[src/hw/rtl/lrupr_pkg.sv]
`default_nettype none

package lrupr_pkg;

  localparam int MAX_FRAMES = 8;
  localparam int PAGE_BITS  = 16;

  localparam int PAGE_IN_W  = 16;
  localparam int CFG_W      = 4;
  localparam int COUNT_W    = 32;
  localparam int FRAME_W    = $clog2(MAX_FRAMES + 1);
  localparam int CMP_W      = (FRAME_W > CFG_W) ? FRAME_W : CFG_W;

  localparam logic [CFG_W-1:0]   NUM_FRAMES_RESET = CFG_W'(4);
  localparam logic [COUNT_W-1:0] COUNT_MAX        = '1;

  typedef logic [PAGE_BITS-1:0] page_t;
  typedef logic [FRAME_W-1:0]   frame_cnt_t;
  typedef logic [COUNT_W-1:0]   count_t;

  // Shared by every cell of the stack for the item being taken
  typedef struct packed {
    logic step;   // an item is transferred this cycle
    logic fault;  // no resident entry matched
    logic clear;  // end of string: empty the stack after this item
  } cell_ctrl_t;

  // Keep the low PAGE_BITS of the reference, zero-fill when wider
  function automatic page_t to_page(input logic [PAGE_IN_W-1:0] pn);
    page_t p;
    p = '0;
    for (int b = 0; b < PAGE_BITS; b++) begin
      if (b < PAGE_IN_W) begin
        p[b] = pn[b];
      end
    end
    return p;
  endfunction

  // Clamp the configured frame count into 1..MAX_FRAMES
  function automatic frame_cnt_t clamp_frames(input logic [CFG_W-1:0] nf);
    logic [CMP_W-1:0] v;
    v = CMP_W'(nf);
    if (v == '0) begin
      v = CMP_W'(1);
    end else if (v > CMP_W'(MAX_FRAMES)) begin
      v = CMP_W'(MAX_FRAMES);
    end
    return v[FRAME_W-1:0];
  endfunction

endpackage

`default_nettype wire

[src/hw/rtl/lrupr_ifs.sv]
`default_nettype none

interface lru_req_if;
  logic                              valid;
  logic                              ready;
  logic [lrupr_pkg::PAGE_IN_W-1:0]   page_id;
  logic                              end_of_string;
  modport source (output valid, output page_id, output end_of_string, input ready);
  modport sink   (input valid, input page_id, input end_of_string, output ready);
endinterface

interface lru_rsp_if;
  logic                            valid;
  logic                            ready;
  logic                            page_fault;
  logic [lrupr_pkg::COUNT_W-1:0]   fault_total;
  logic                            final_item;
  modport source (output valid, output page_fault, output fault_total, output final_item,
                  input ready);
  modport sink   (input valid, input page_fault, input fault_total, input final_item,
                  output ready);
endinterface

interface lru_cfg_if;
  logic                          valid;
  logic                          ready;
  logic [lrupr_pkg::CFG_W-1:0]   num_frames;
  modport source (output valid, output num_frames, input ready);
  modport sink   (input valid, input num_frames, output ready);
endinterface

`default_nettype wire

[src/hw/rtl/lrupr_cell.sv]
`default_nettype none

// One stack position: compare against the reference, pass the match chain
// on, and take the neighbour above's entry when the stack shifts through.
module lrupr_cell (
  input  wire logic                  clk,
  input  wire logic                  rst,
  input  wire lrupr_pkg::cell_ctrl_t ctrl,
  input  wire logic                  active,
  input  wire lrupr_pkg::page_t      ref_page,
  input  wire lrupr_pkg::page_t      prev_page,
  input  wire logic                  prev_valid,
  input  wire logic                  seen_in,
  output lrupr_pkg::page_t           page,
  output logic                       valid,
  output logic                       seen_out
);

  logic match;

  assign match    = valid && active && (page == ref_page);
  assign seen_out = seen_in | match;

  always_ff @(posedge clk) begin
    if (rst) begin
      valid <= 1'b0;
    end else if (ctrl.step) begin
      if (ctrl.clear) begin
        valid <= 1'b0;
      end else if (ctrl.fault) begin
        // push down within the frames in use, drop anything beyond
        if (active) begin
          page  <= prev_page;
          valid <= prev_valid;
        end else begin
          valid <= 1'b0;
        end
      end else if (!seen_in) begin
        // at or above the hit position: shift down one
        page  <= prev_page;
        valid <= prev_valid;
      end
    end
  end

endmodule

`default_nettype wire

[src/hw/rtl/lru_page_replacement_core.sv]
`default_nettype none

// LRU page replacement stack, built as a chain of MAX_FRAMES compare/shift cells.
// Result: registered, and offered in the cycle after the reference is transferred.
// Throughput: one reference per cycle unless the output stalls; the match chain through
// the cells and the stack shift both settle within the cycle in which the reference is taken.
// Reset (synchronous, active high): stack empty, fault count zero, frames = 4.
module lru_page_replacement_core (
  input wire logic   clk,
  input wire logic   rst,
  lru_req_if.sink    req,
  lru_rsp_if.source  rsp,
  lru_cfg_if.sink    cfg
);

  localparam int N = lrupr_pkg::MAX_FRAMES;

  logic [lrupr_pkg::CFG_W-1:0] num_frames;
  lrupr_pkg::count_t           fault_counter;
  lrupr_pkg::count_t           fault_counter_next;
  lrupr_pkg::frame_cnt_t       frames;
  lrupr_pkg::page_t            ref_page;
  lrupr_pkg::cell_ctrl_t       ctrl;

  lrupr_pkg::page_t cell_page  [N];
  logic             cell_valid [N];
  logic             cell_active[N];
  logic             seen       [N+1];

  logic accept;
  logic fault;

  // User must write configuration only while nothing is in flight; unenforced. Always ready.
  assign cfg.ready = 1'b1;

  always_ff @(posedge clk) begin
    if (rst) begin
      num_frames <= lrupr_pkg::NUM_FRAMES_RESET;
    end else if (cfg.valid) begin
      num_frames <= cfg.num_frames;
    end
  end

  assign frames   = lrupr_pkg::clamp_frames(num_frames);
  assign ref_page = lrupr_pkg::to_page(req.page_id);

  // Take a new reference whenever the output register is empty or draining.
  assign req.ready = !rsp.valid || rsp.ready;
  assign accept    = req.valid && req.ready;

  // The match chain runs from the top of the stack downwards; the first hit
  // blocks shifting in every cell beneath it.
  assign seen[0] = 1'b0;
  assign fault   = !seen[N];

  assign ctrl.step  = accept;
  assign ctrl.fault = fault;
  assign ctrl.clear = req.end_of_string;

  for (genvar i = 0; i < N; i++) begin : g_cell
    assign cell_active[i] = (lrupr_pkg::frame_cnt_t'(i) < frames);

    if (i == 0) begin : g_top
      // The top cell is loaded with the reference itself
      lrupr_cell u_cell (
        .clk        (clk),
        .rst        (rst),
        .ctrl       (ctrl),
        .active     (cell_active[i]),
        .ref_page   (ref_page),
        .prev_page  (ref_page),
        .prev_valid (1'b1),
        .seen_in    (seen[i]),
        .page       (cell_page[i]),
        .valid      (cell_valid[i]),
        .seen_out   (seen[i+1])
      );
    end else begin : g_body
      lrupr_cell u_cell (
        .clk        (clk),
        .rst        (rst),
        .ctrl       (ctrl),
        .active     (cell_active[i]),
        .ref_page   (ref_page),
        .prev_page  (cell_page[i-1]),
        .prev_valid (cell_valid[i-1]),
        .seen_in    (seen[i]),
        .page       (cell_page[i]),
        .valid      (cell_valid[i]),
        .seen_out   (seen[i+1])
      );
    end
  end

  // Saturating fault count including this reference
  always_comb begin
    fault_counter_next = fault_counter;
    if (fault && (fault_counter != lrupr_pkg::COUNT_MAX)) begin
      fault_counter_next = fault_counter + lrupr_pkg::count_t'(1);
    end
  end

  always_ff @(posedge clk) begin
    if (rst) begin
      fault_counter <= '0;
    end else if (accept) begin
      // drop the count at the end of a string
      fault_counter <= req.end_of_string ? '0 : fault_counter_next;
    end
  end

  // Output register: hold the result until its transfer
  always_ff @(posedge clk) begin
    if (rst) begin
      rsp.valid <= 1'b0;
    end else if (accept) begin
      rsp.valid <= 1'b1;
    end else if (rsp.ready) begin
      rsp.valid <= 1'b0;
    end
  end

  always_ff @(posedge clk) begin
    if (accept) begin
      rsp.page_fault  <= fault;
      rsp.fault_total <= fault_counter_next;
      rsp.final_item  <= req.end_of_string;
    end
  end

endmodule

`default_nettype wire

[src/flat_wrapper.sv]
// flat-port wrapper written by rule: the top's interface ports become plain ports
module lru_page_replacement_core_flat 
  (clk, rst, req_valid, req_page_id, req_end_of_string, req_ready, rsp_valid, rsp_page_fault, rsp_fault_total, rsp_final_item, rsp_ready, cfg_valid, cfg_num_frames, cfg_ready);
  lru_req_if req_i ();
  lru_rsp_if rsp_i ();
  lru_cfg_if cfg_i ();
  input wire logic clk;
  input wire logic rst;
  input wire logic [$bits(req_i.valid)-1:0] req_valid;
  input wire logic [$bits(req_i.page_id)-1:0] req_page_id;
  input wire logic [$bits(req_i.end_of_string)-1:0] req_end_of_string;
  output wire logic [$bits(req_i.ready)-1:0] req_ready;
  output wire logic [$bits(rsp_i.valid)-1:0] rsp_valid;
  output wire logic [$bits(rsp_i.page_fault)-1:0] rsp_page_fault;
  output wire logic [$bits(rsp_i.fault_total)-1:0] rsp_fault_total;
  output wire logic [$bits(rsp_i.final_item)-1:0] rsp_final_item;
  input wire logic [$bits(rsp_i.ready)-1:0] rsp_ready;
  input wire logic [$bits(cfg_i.valid)-1:0] cfg_valid;
  input wire logic [$bits(cfg_i.num_frames)-1:0] cfg_num_frames;
  output wire logic [$bits(cfg_i.ready)-1:0] cfg_ready;
  assign req_i.valid = req_valid;
  assign req_i.page_id = req_page_id;
  assign req_i.end_of_string = req_end_of_string;
  assign req_ready = req_i.ready;
  assign rsp_valid = rsp_i.valid;
  assign rsp_page_fault = rsp_i.page_fault;
  assign rsp_fault_total = rsp_i.fault_total;
  assign rsp_final_item = rsp_i.final_item;
  assign rsp_i.ready = rsp_ready;
  assign cfg_i.valid = cfg_valid;
  assign cfg_i.num_frames = cfg_num_frames;
  assign cfg_ready = cfg_i.ready;
  lru_page_replacement_core u_core (.clk(clk), .rst(rst), .req(req_i), .rsp(rsp_i), .cfg(cfg_i));
endmodule
[config.mk]
export PLATFORM = sky130hd
export DESIGN_NAME = lru_page_replacement_core_flat
export DESIGN_NICKNAME = d
export VERILOG_FILES = /design/src/hw/rtl/lrupr_pkg.sv /design/src/hw/rtl/lrupr_ifs.sv /design/src/hw/rtl/lrupr_cell.sv /design/src/hw/rtl/lru_page_replacement_core.sv /design/src/flat_wrapper.sv
export SDC_FILE = /design/constraint.sdc
export NUM_CORES = 1
export LEC_CHECK = 0
export BUFFER_PORTS_ARGS = -buffer_cell sky130_fd_sc_hd__buf_2
export CAP_MARGIN = 10
export CELL_PAD_IN_SITES_DETAIL_PLACEMENT = 1
export CELL_PAD_IN_SITES_GLOBAL_PLACEMENT = 2
export CORE_MARGIN = 10
export CORE_UTILIZATION = 42
export CTS_CLUSTER_SIZE = 40
export DETAILED_ROUTE_END_ITERATION = 6
export HOLD_SLACK_MARGIN = 0.05
export PLACE_DENSITY_LB_ADDON = 0.12
export SYNTH_ARGS = -nofsm -noshare
export SYNTH_HDL_FRONTEND = slang
export SYNTH_SLANG_ARGS = --single-unit
[constraint.sdc]
create_clock -name clk -period 5.07 [get_ports clk]
set_clock_uncertainty 0.1 [all_clocks]
set_input_delay 0.507 -clock clk [delete_from_list [all_inputs] [get_ports clk]]
set_output_delay 0.507 -clock clk [all_outputs]
set_load 0.05 [all_outputs]
-- After elaboration in Yosys (flattened, before gate mapping)
Index checks and enable logic that the tools add are counted.
- flip-flop bits (word level): 207
- input port bits: 26
- output and inout bits: 37
- word-level logic and storage cells: 170
- add/subtract/negate cells: 1
- order comparisons: 9
- equal/unequal tests: 23
- multiplexer cells: 60
- bitwise gates (word level): 9
- reduce and logical (&&, ||, !) cells: 46
- operator list (operator ; number):
    16-bit two-way mux ; 23
    16-bit == test ; 8
    32-bit two-way mux ; 2
    5-bit AND reduction ; 7
    1-bit two-way mux ; 33
    32-bit by 1-bit adder with 32-bit output (second input constant) ; 1
    32-bit != test (second input constant) ; 1
    3-bit != test (second input constant) ; 7
    1-bit logical AND ; 18
    2-bit nonzero test ; 9
    3-bit by 4-bit < comparator with 1-bit output (first input constant) ; 4
    2-bit != test (second input constant) ; 7
    2-bit AND reduction ; 7
    1-bit by 4-bit < comparator with 1-bit output (first input constant) ; 2
    2-bit by 4-bit < comparator with 1-bit output (first input constant) ; 2
    4-bit two-way mux ; 2
    1-bit bitwise OR ; 7
    4-bit > comparator (second input constant) ; 1
    4-bit logical NOT ; 1
    4-bit AND reduction ; 1
    1-bit logical NOT ; 2
    1-bit NOT ; 2
    1-bit logical OR ; 1

-- Longest topological paths before layout
- word-level depth: 17
- gate-level depth with buffers: 14

-- Modules after synthesis
A second synthesis with hierarchy kept.
- cell total of the unflattened synthesis: 716
- area, all modules: 9313.9 µm²
- by module, submodules not included (module ; times used ; cells an instance ; area an instance (µm²)):
    lrupr_cell ; 8 ; 46 ; 729.4
    lru_page_replacement_core ; 1 ; 348 ; 3478.3

-- Worst setup path after synthesis
No wires, ideal clock.
- kind: register to register
- start point: reg u_core.rsp.valid
- end point: reg u_core.g_cell[4].g_body.u_cell.page[0], enable pin
- setup time: 413 ps
- data arrival time: 4103 ps
- path slack: 454 ps
- cell stages (with the launch flop): 9
- path buffers: 1
- period minus slack after synthesis: 4616 ps
- cell sequence: dfxtp_1 -> nand2b_1 -> nand2_1 -> clkinv_1 -> nand2_1 -> inv_1 -> clkbuf_1 -> nand2_1 -> nor3b_1
- word-level cells in the longest chain between the ends: 4
- RTL lines (element ; line ; text):
    start: declaration ; lrupr_ifs.sv:18 ; modport source (output valid, output page_fault, output fault_total, output final_item,
    start signal: assignment ; lru_page_replacement_core.sv:115 ; rsp.valid <= 1'b0;
    start signal: assignment ; lru_page_replacement_core.sv:117 ; rsp.valid <= 1'b1;
    start signal: assignment ; lru_page_replacement_core.sv:119 ; rsp.valid <= 1'b0;
    1-bit logical NOT ; lru_page_replacement_core.sv:48 ; assign req.ready = !rsp.valid || rsp.ready;
    1-bit logical OR ; lru_page_replacement_core.sv:48 ;
    named net req_ready ; flat_wrapper.sv:12 ; output wire logic [$bits(req_i.ready)-1:0] req_ready;
    1-bit logical AND ; lru_page_replacement_core.sv:49 ; assign accept = req.valid && req.ready;
    named net u_core.accept ; lru_page_replacement_core.sv:30 ; logic accept;
    5-bit AND reduction (no source line) ; -- ;
    end signal: assignment ; lrupr_cell.sv:33 ; page <= prev_page;
    end signal: assignment ; lrupr_cell.sv:40 ; page <= prev_page;
    end: declaration ; lrupr_cell.sv:14 ; output lrupr_pkg::page_t page,
The timed path passes the listed nets, and every way through them passes these cells.
A chain may end at the register's enable or synchronous reset.

-- Worst setup path in the final report
- start point: reg u_core.num_frames[1] in the netlist's numbering
- end point: reg u_core.fault_counter[18]
- word-level cells in the longest chain between the ends: 17
- elaborated cells on any way between the ends: 39
- classes of those cells: order compare (9); mux (4); bitwise (7); reduce/logical (19)
- RTL lines (element ; line ; text):
    start: declaration ; lru_page_replacement_core.sv:18 ; logic [lrupr_pkg::CFG_W-1:0] num_frames;
    start signal: assignment ; lru_page_replacement_core.sv:38 ; num_frames <= lrupr_pkg::NUM_FRAMES_RESET;
    start signal: assignment ; lru_page_replacement_core.sv:40 ; num_frames <= cfg.num_frames;
    4-bit > comparator ; lrupr_pkg.sv:46 ; end else if (v > CMP_W'(MAX_FRAMES)) begin
    4-bit two-way mux ; lrupr_pkg.sv:46 ;
    4-bit two-way mux * ; lrupr_pkg.sv:44 ; if (v == '0) begin
    1-bit by 4-bit < comparator with 1-bit output ; lru_page_replacement_core.sv:61 ; assign cell_active[i] = (lrupr_pkg::frame_cnt_t'(i) < frames);
    1-bit logical AND (2 in a row) ; lrupr_cell.sv:21 ; assign match = valid && active && (page == ref_page);
    1-bit bitwise OR (6 in a row) ; lrupr_cell.sv:22 ; assign seen_out = seen_in | match;
    1-bit bitwise OR * ; lrupr_cell.sv:22 ;
    1-bit logical NOT * ; lru_page_replacement_core.sv:54 ; assign fault = !seen[N];
    1-bit logical AND * ; lru_page_replacement_core.sv:98 ; if (fault && (fault_counter != lrupr_pkg::COUNT_MAX)) begin
    32-bit two-way mux * ; lru_page_replacement_core.sv:98 ;
    32-bit two-way mux * ; lru_page_replacement_core.sv:108 ; fault_counter <= req.end_of_string ? '0 : fault_counter_next;
    end signal: assignment ; lru_page_replacement_core.sv:108 ;
    end: declaration ; lru_page_replacement_core.sv:19 ; lrupr_pkg::count_t fault_counter;
Every way passes the cells marked *; elsewhere a longest branch is shown, timed or not.

==> impl_metrics.json <==
{
  "status": "finished clean",
  "gp_congestion": 0.908,
  "yosys_warnings": 0,
  "ir_worst_vdd_mv": 0.297,
  "ys_ff_latch": 207,
  "power_density_nw_per_um2": 343,
  "r2r_end": "u_core.fault_counter[18]$_SDFFE_PP0P_",
  "io_buffers": 61,
  "core_area_um2": 23300,
  "reg2reg_slack_ns": 1.38,
  "clock-root-buffer": "clkbuf_16",
  "whs_path_depth": 3,
  "syn_avg_cell_area_um2": 11.8,
  "yosysSeqAreaShare_pct": 58.2,
  "clk_pin_slew_ns": 0.06,
  "crit_type": "reg2reg",
  "synth_edf_count": 162,
  "synth_ff_type": "edfxtp_1",
  "post-route-min-period_ns": 3.69,
  "combPwrFrac_pct": 7.7,
  "drive_above_1_share_pct": 13.2,
  "numClockSinks": 207,
  "ant_nets": 0,
  "r2r_cells": 7,
  "wl_mm": 27.2,
  "cts-resized-gates": 0,
  "reg2reg_from": "u_core.num_frames[1]$_SDFFE_PP0P_",
  "fin_worst_hold_slack_ns": 0.114,
  "synth_most_common_cell": "edfxtp_1",
  "die_h_um": 174,
  "diodes": 0,
  "ctsLongestPathBuffers": 3,
  "cpPeakStageDelay_ns": 0.74,
  "synth_top_area_share_pct": 49.1,
  "cp.arrival_ns": 4.02,
  "start_util_pct": 42.5,
  "clkPwrFrac_pct": 43.2,
  "power.leakage_nw": 3.78,
  "cts_tree": "yes",
  "hp-start": "cfg_num_frames[2]",
  "grt_max_degree": 44,
  "postCtsSetupBuffers": 0,
  "seq_area_um2": 5770,
  "hp-class": "in2reg",
  "multiInputGateArea_um2": 3860,
  "fmax_mhz": 271,
  "vias_per_cell": 5.62,
  "setup_viol": 0,
  "drc": 0,
  "synth_common_cells": "edfxtp_1 (162), xnor2_1 (86), xor2_1 (73)",
  "die_area_um2": 30100,
  "drt-initial-drc-count": 426,
  "clk_latency_ns": 0.53,
  "grt_pass1_vias": 7420,
  "synth_area_leaders": "edfxtp_1 (49%), dfxtp_1 (9.1%), xnor2_1 (7.6%)",
  "vias": 6887,
  "fin_crit_sh_pct": 72.7,
  "syn_nets": 867,
  "p_total_mw": 3.85,
  "critPathLaunchType": "flop",
  "slew_headroom_pct": 33.0,
  "rows": 56,
  "grt_usage_pct": 17.8,
  "wl_per_cell_um": 22.2,
  "die_w_um": 174,
  "numCtsBuffers": 24,
  "grt_pass1_wl_mm": 43.0,
  "endpoint_kind": "flop",
  "overflow": 0,
  "synthDistinctLibCells": 67,
  "path_cells": "a31oi_1 > or3_1 > nor4bb_1 > nor4_1 > nand3_1 > or4_1 > a22oi_1",
  "fin_nets": 919,
  "crit_path_max_fanout": 13,
  "place.detailed.hpwl_mm": 20.5,
  "tightest_slew_ns": 1.00,
  "p_sw_share_pct": 23.8,
  "intPower_mw": 2.93,
  "cap_violations": 0,
  "antenna_found_initial": 0,
  "first_pass_iters": 5,
  "hold_end": "u_core.num_frames[2]$_SDFFE_PP1P_",
  "switchingPower_uw": 915,
  "final_util_pct": 48.1,
  "pin_count": 63,
  "areaGrowthSynthToFinish_pct": 13.3,
  "hold_viol": 0,
  "slew_viol_final": 0,
  "yosysTopAreaCell": "edfxtp_1",
  "crit_path_top_delay_cell": "a31oi_1",
  "seqPwrFrac_pct": 49.0,
  "worst-endpoint-required_ns": 5.40,
  "synth_area_um2": 9910,
  "hold_buffers": 0,
  "tns_ns": 0,
  "rsz0062_at_grt": "no",
  "fillerInstances": 2435,
  "synthArstFlopShare_pct": 0,
  "synth_cells": 840,
  "htreeDepth": 1
}
-- power by group through the flow --
| stage | sequential, mW | combinational (mW) | clock [mW] |
|---|---|---|---|
| floorplan | 1.96 | 0.160 | 0 |
| finish | 1.89 | 0.297 | 1.66 |
| global route | 1.89 | 0.322 | 1.76 |
| global placement | 1.92 | 0.291 | 0 |
| detailed placement | 1.92 | 0.299 | 0 |
| CTS | 1.89 | 0.301 | 1.70 |
-- placed cells by master, fill, tap and decap left out, types with 4 or more instances in the layout --
cell / netlist / layout
nor4_1: 26 / 26
edfxtp_1: 162 / 162
o211ai_1: 5 / 5
a41oi_1: 4 / 4
nor2b_1: 5 / 5
clkbuf_16: 0 / 24
nor2_1: 48 / 48
xnor2_1: 86 / 86
dfxtp_1: 45 / 45
nand2_1: 61 / 61
o21ai_0: 11 / 11
buf_2: 17 / 61
and3_1: 16 / 16
a21oi_1: 9 / 9
nor3_1: 19 / 19
nand3_1: 41 / 41
a211o_1: 4 / 4
and2_1: 10 / 10
or3_1: 6 / 6
mux2i_1: 5 / 5
a31o_1: 4 / 4
or4_1: 8 / 8
inv_1: 15 / 15
a32o_1: 4 / 4
buf_4: 2 / 12
a31oi_1: 19 / 19
and4_1: 5 / 5
nand4_1: 38 / 38
xor2_1: 73 / 73
clkbuf_1: 23 / 7
-- metrics by stage --
step	std cells	instance area, um2	setup WS, ns
3_5_place_dp	1185	10500	1.30
3_3_place_gp	1185	10500	1.33
2_1_floorplan	840	9910	0.454
5_1_grt	1225	11200	1.07
4_1_cts	1225	11200	1.36
6_report	1225	11200	1.38
-- logic make-up after synthesis --
group                      synth area share [%]
and+or+nand+nor                            17.1
AOI/OAI and AO/OA                          7.05
adders and majority gates                 0.126
other                                    0.0379
xor gates and xnor gates                   14.1
DFF                                        58.2
buffers and inverters                      2.98
muxes                                     0.505
-- routing by layer --
| metal | vias to the layer above | GRT usage (%) | routed length, um |
|---|---|---|---|
| met1 | 3477 | 23.9 | 12700 |
| met2 | 149 | 29.3 | 12800 |
| met5 | - | 0 | 0 |
| li1 | 3225 | - | - |
| met4 | 0 | 4.88 | 464 |
| met3 | 36 | 2.92 | 1320 |
-- layout make-up --
type / instances / area share, %
Sequential cell: 207 / 51.4
Multi-Input combinational cell: 570 / 34.4
Clock buffer: 32 / 5.71
Tap cell: 319 / 3.56
Timing Repair Buffer: 73 / 3.52
Clock inverter: 8 / 0.925
Inverter: 16 / 0.535
-- registers in the layout, indices dropped and copies added (netlist names) --
signal                             flops
u_core.fault_counter                  32
u_core.g_cell.g_body.u_cell.page     112
u_core.g_cell.g_body.u_cell.valid      7
u_core.g_cell.g_top.u_cell.page       16
u_core.g_cell.g_top.u_cell.valid       1
u_core.num_frames                      4
u_core.rsp.fault_total                32
u_core.rsp.final_item                  1
u_core.rsp.page_fault                  1
u_core.rsp.valid                       1
-- critical path, delay by kind of cell (launching register included) --
family / cells / cell delay (ns)
AOI/OAI and AO/OA: 2 / 0.96
DFF: 1 / 0.40
and+or+nand+nor: 5 / 2.14
-- worst max path at each step --
| stage | from | to |
|---|---|---|
| 2_1_floorplan | u_core.rsp.valid$_SDFFE_PP0P_ | u_core.g_cell[4].g_body.u_cell.page[0]$_DFFE_PP_ |
| 3_3_place_gp | req_page_id[3] | u_core.g_cell[1].g_body.u_cell.page[5]$_DFFE_PP_ |
| 3_5_place_dp | req_page_id[9] | u_core.g_cell[1].g_body.u_cell.page[5]$_DFFE_PP_ |
| 4_1_cts | u_core.num_frames[1]$_SDFFE_PP0P_ | u_core.fault_counter[18]$_SDFFE_PP0P_ |
| 5_1_grt | u_core.num_frames[1]$_SDFFE_PP0P_ | u_core.fault_counter[18]$_SDFFE_PP0P_ |
| 6_report | u_core.num_frames[1]$_SDFFE_PP0P_ | u_core.fault_counter[18]$_SDFFE_PP0P_ |
Note: power is estimated with default switching activity, not from simulation.
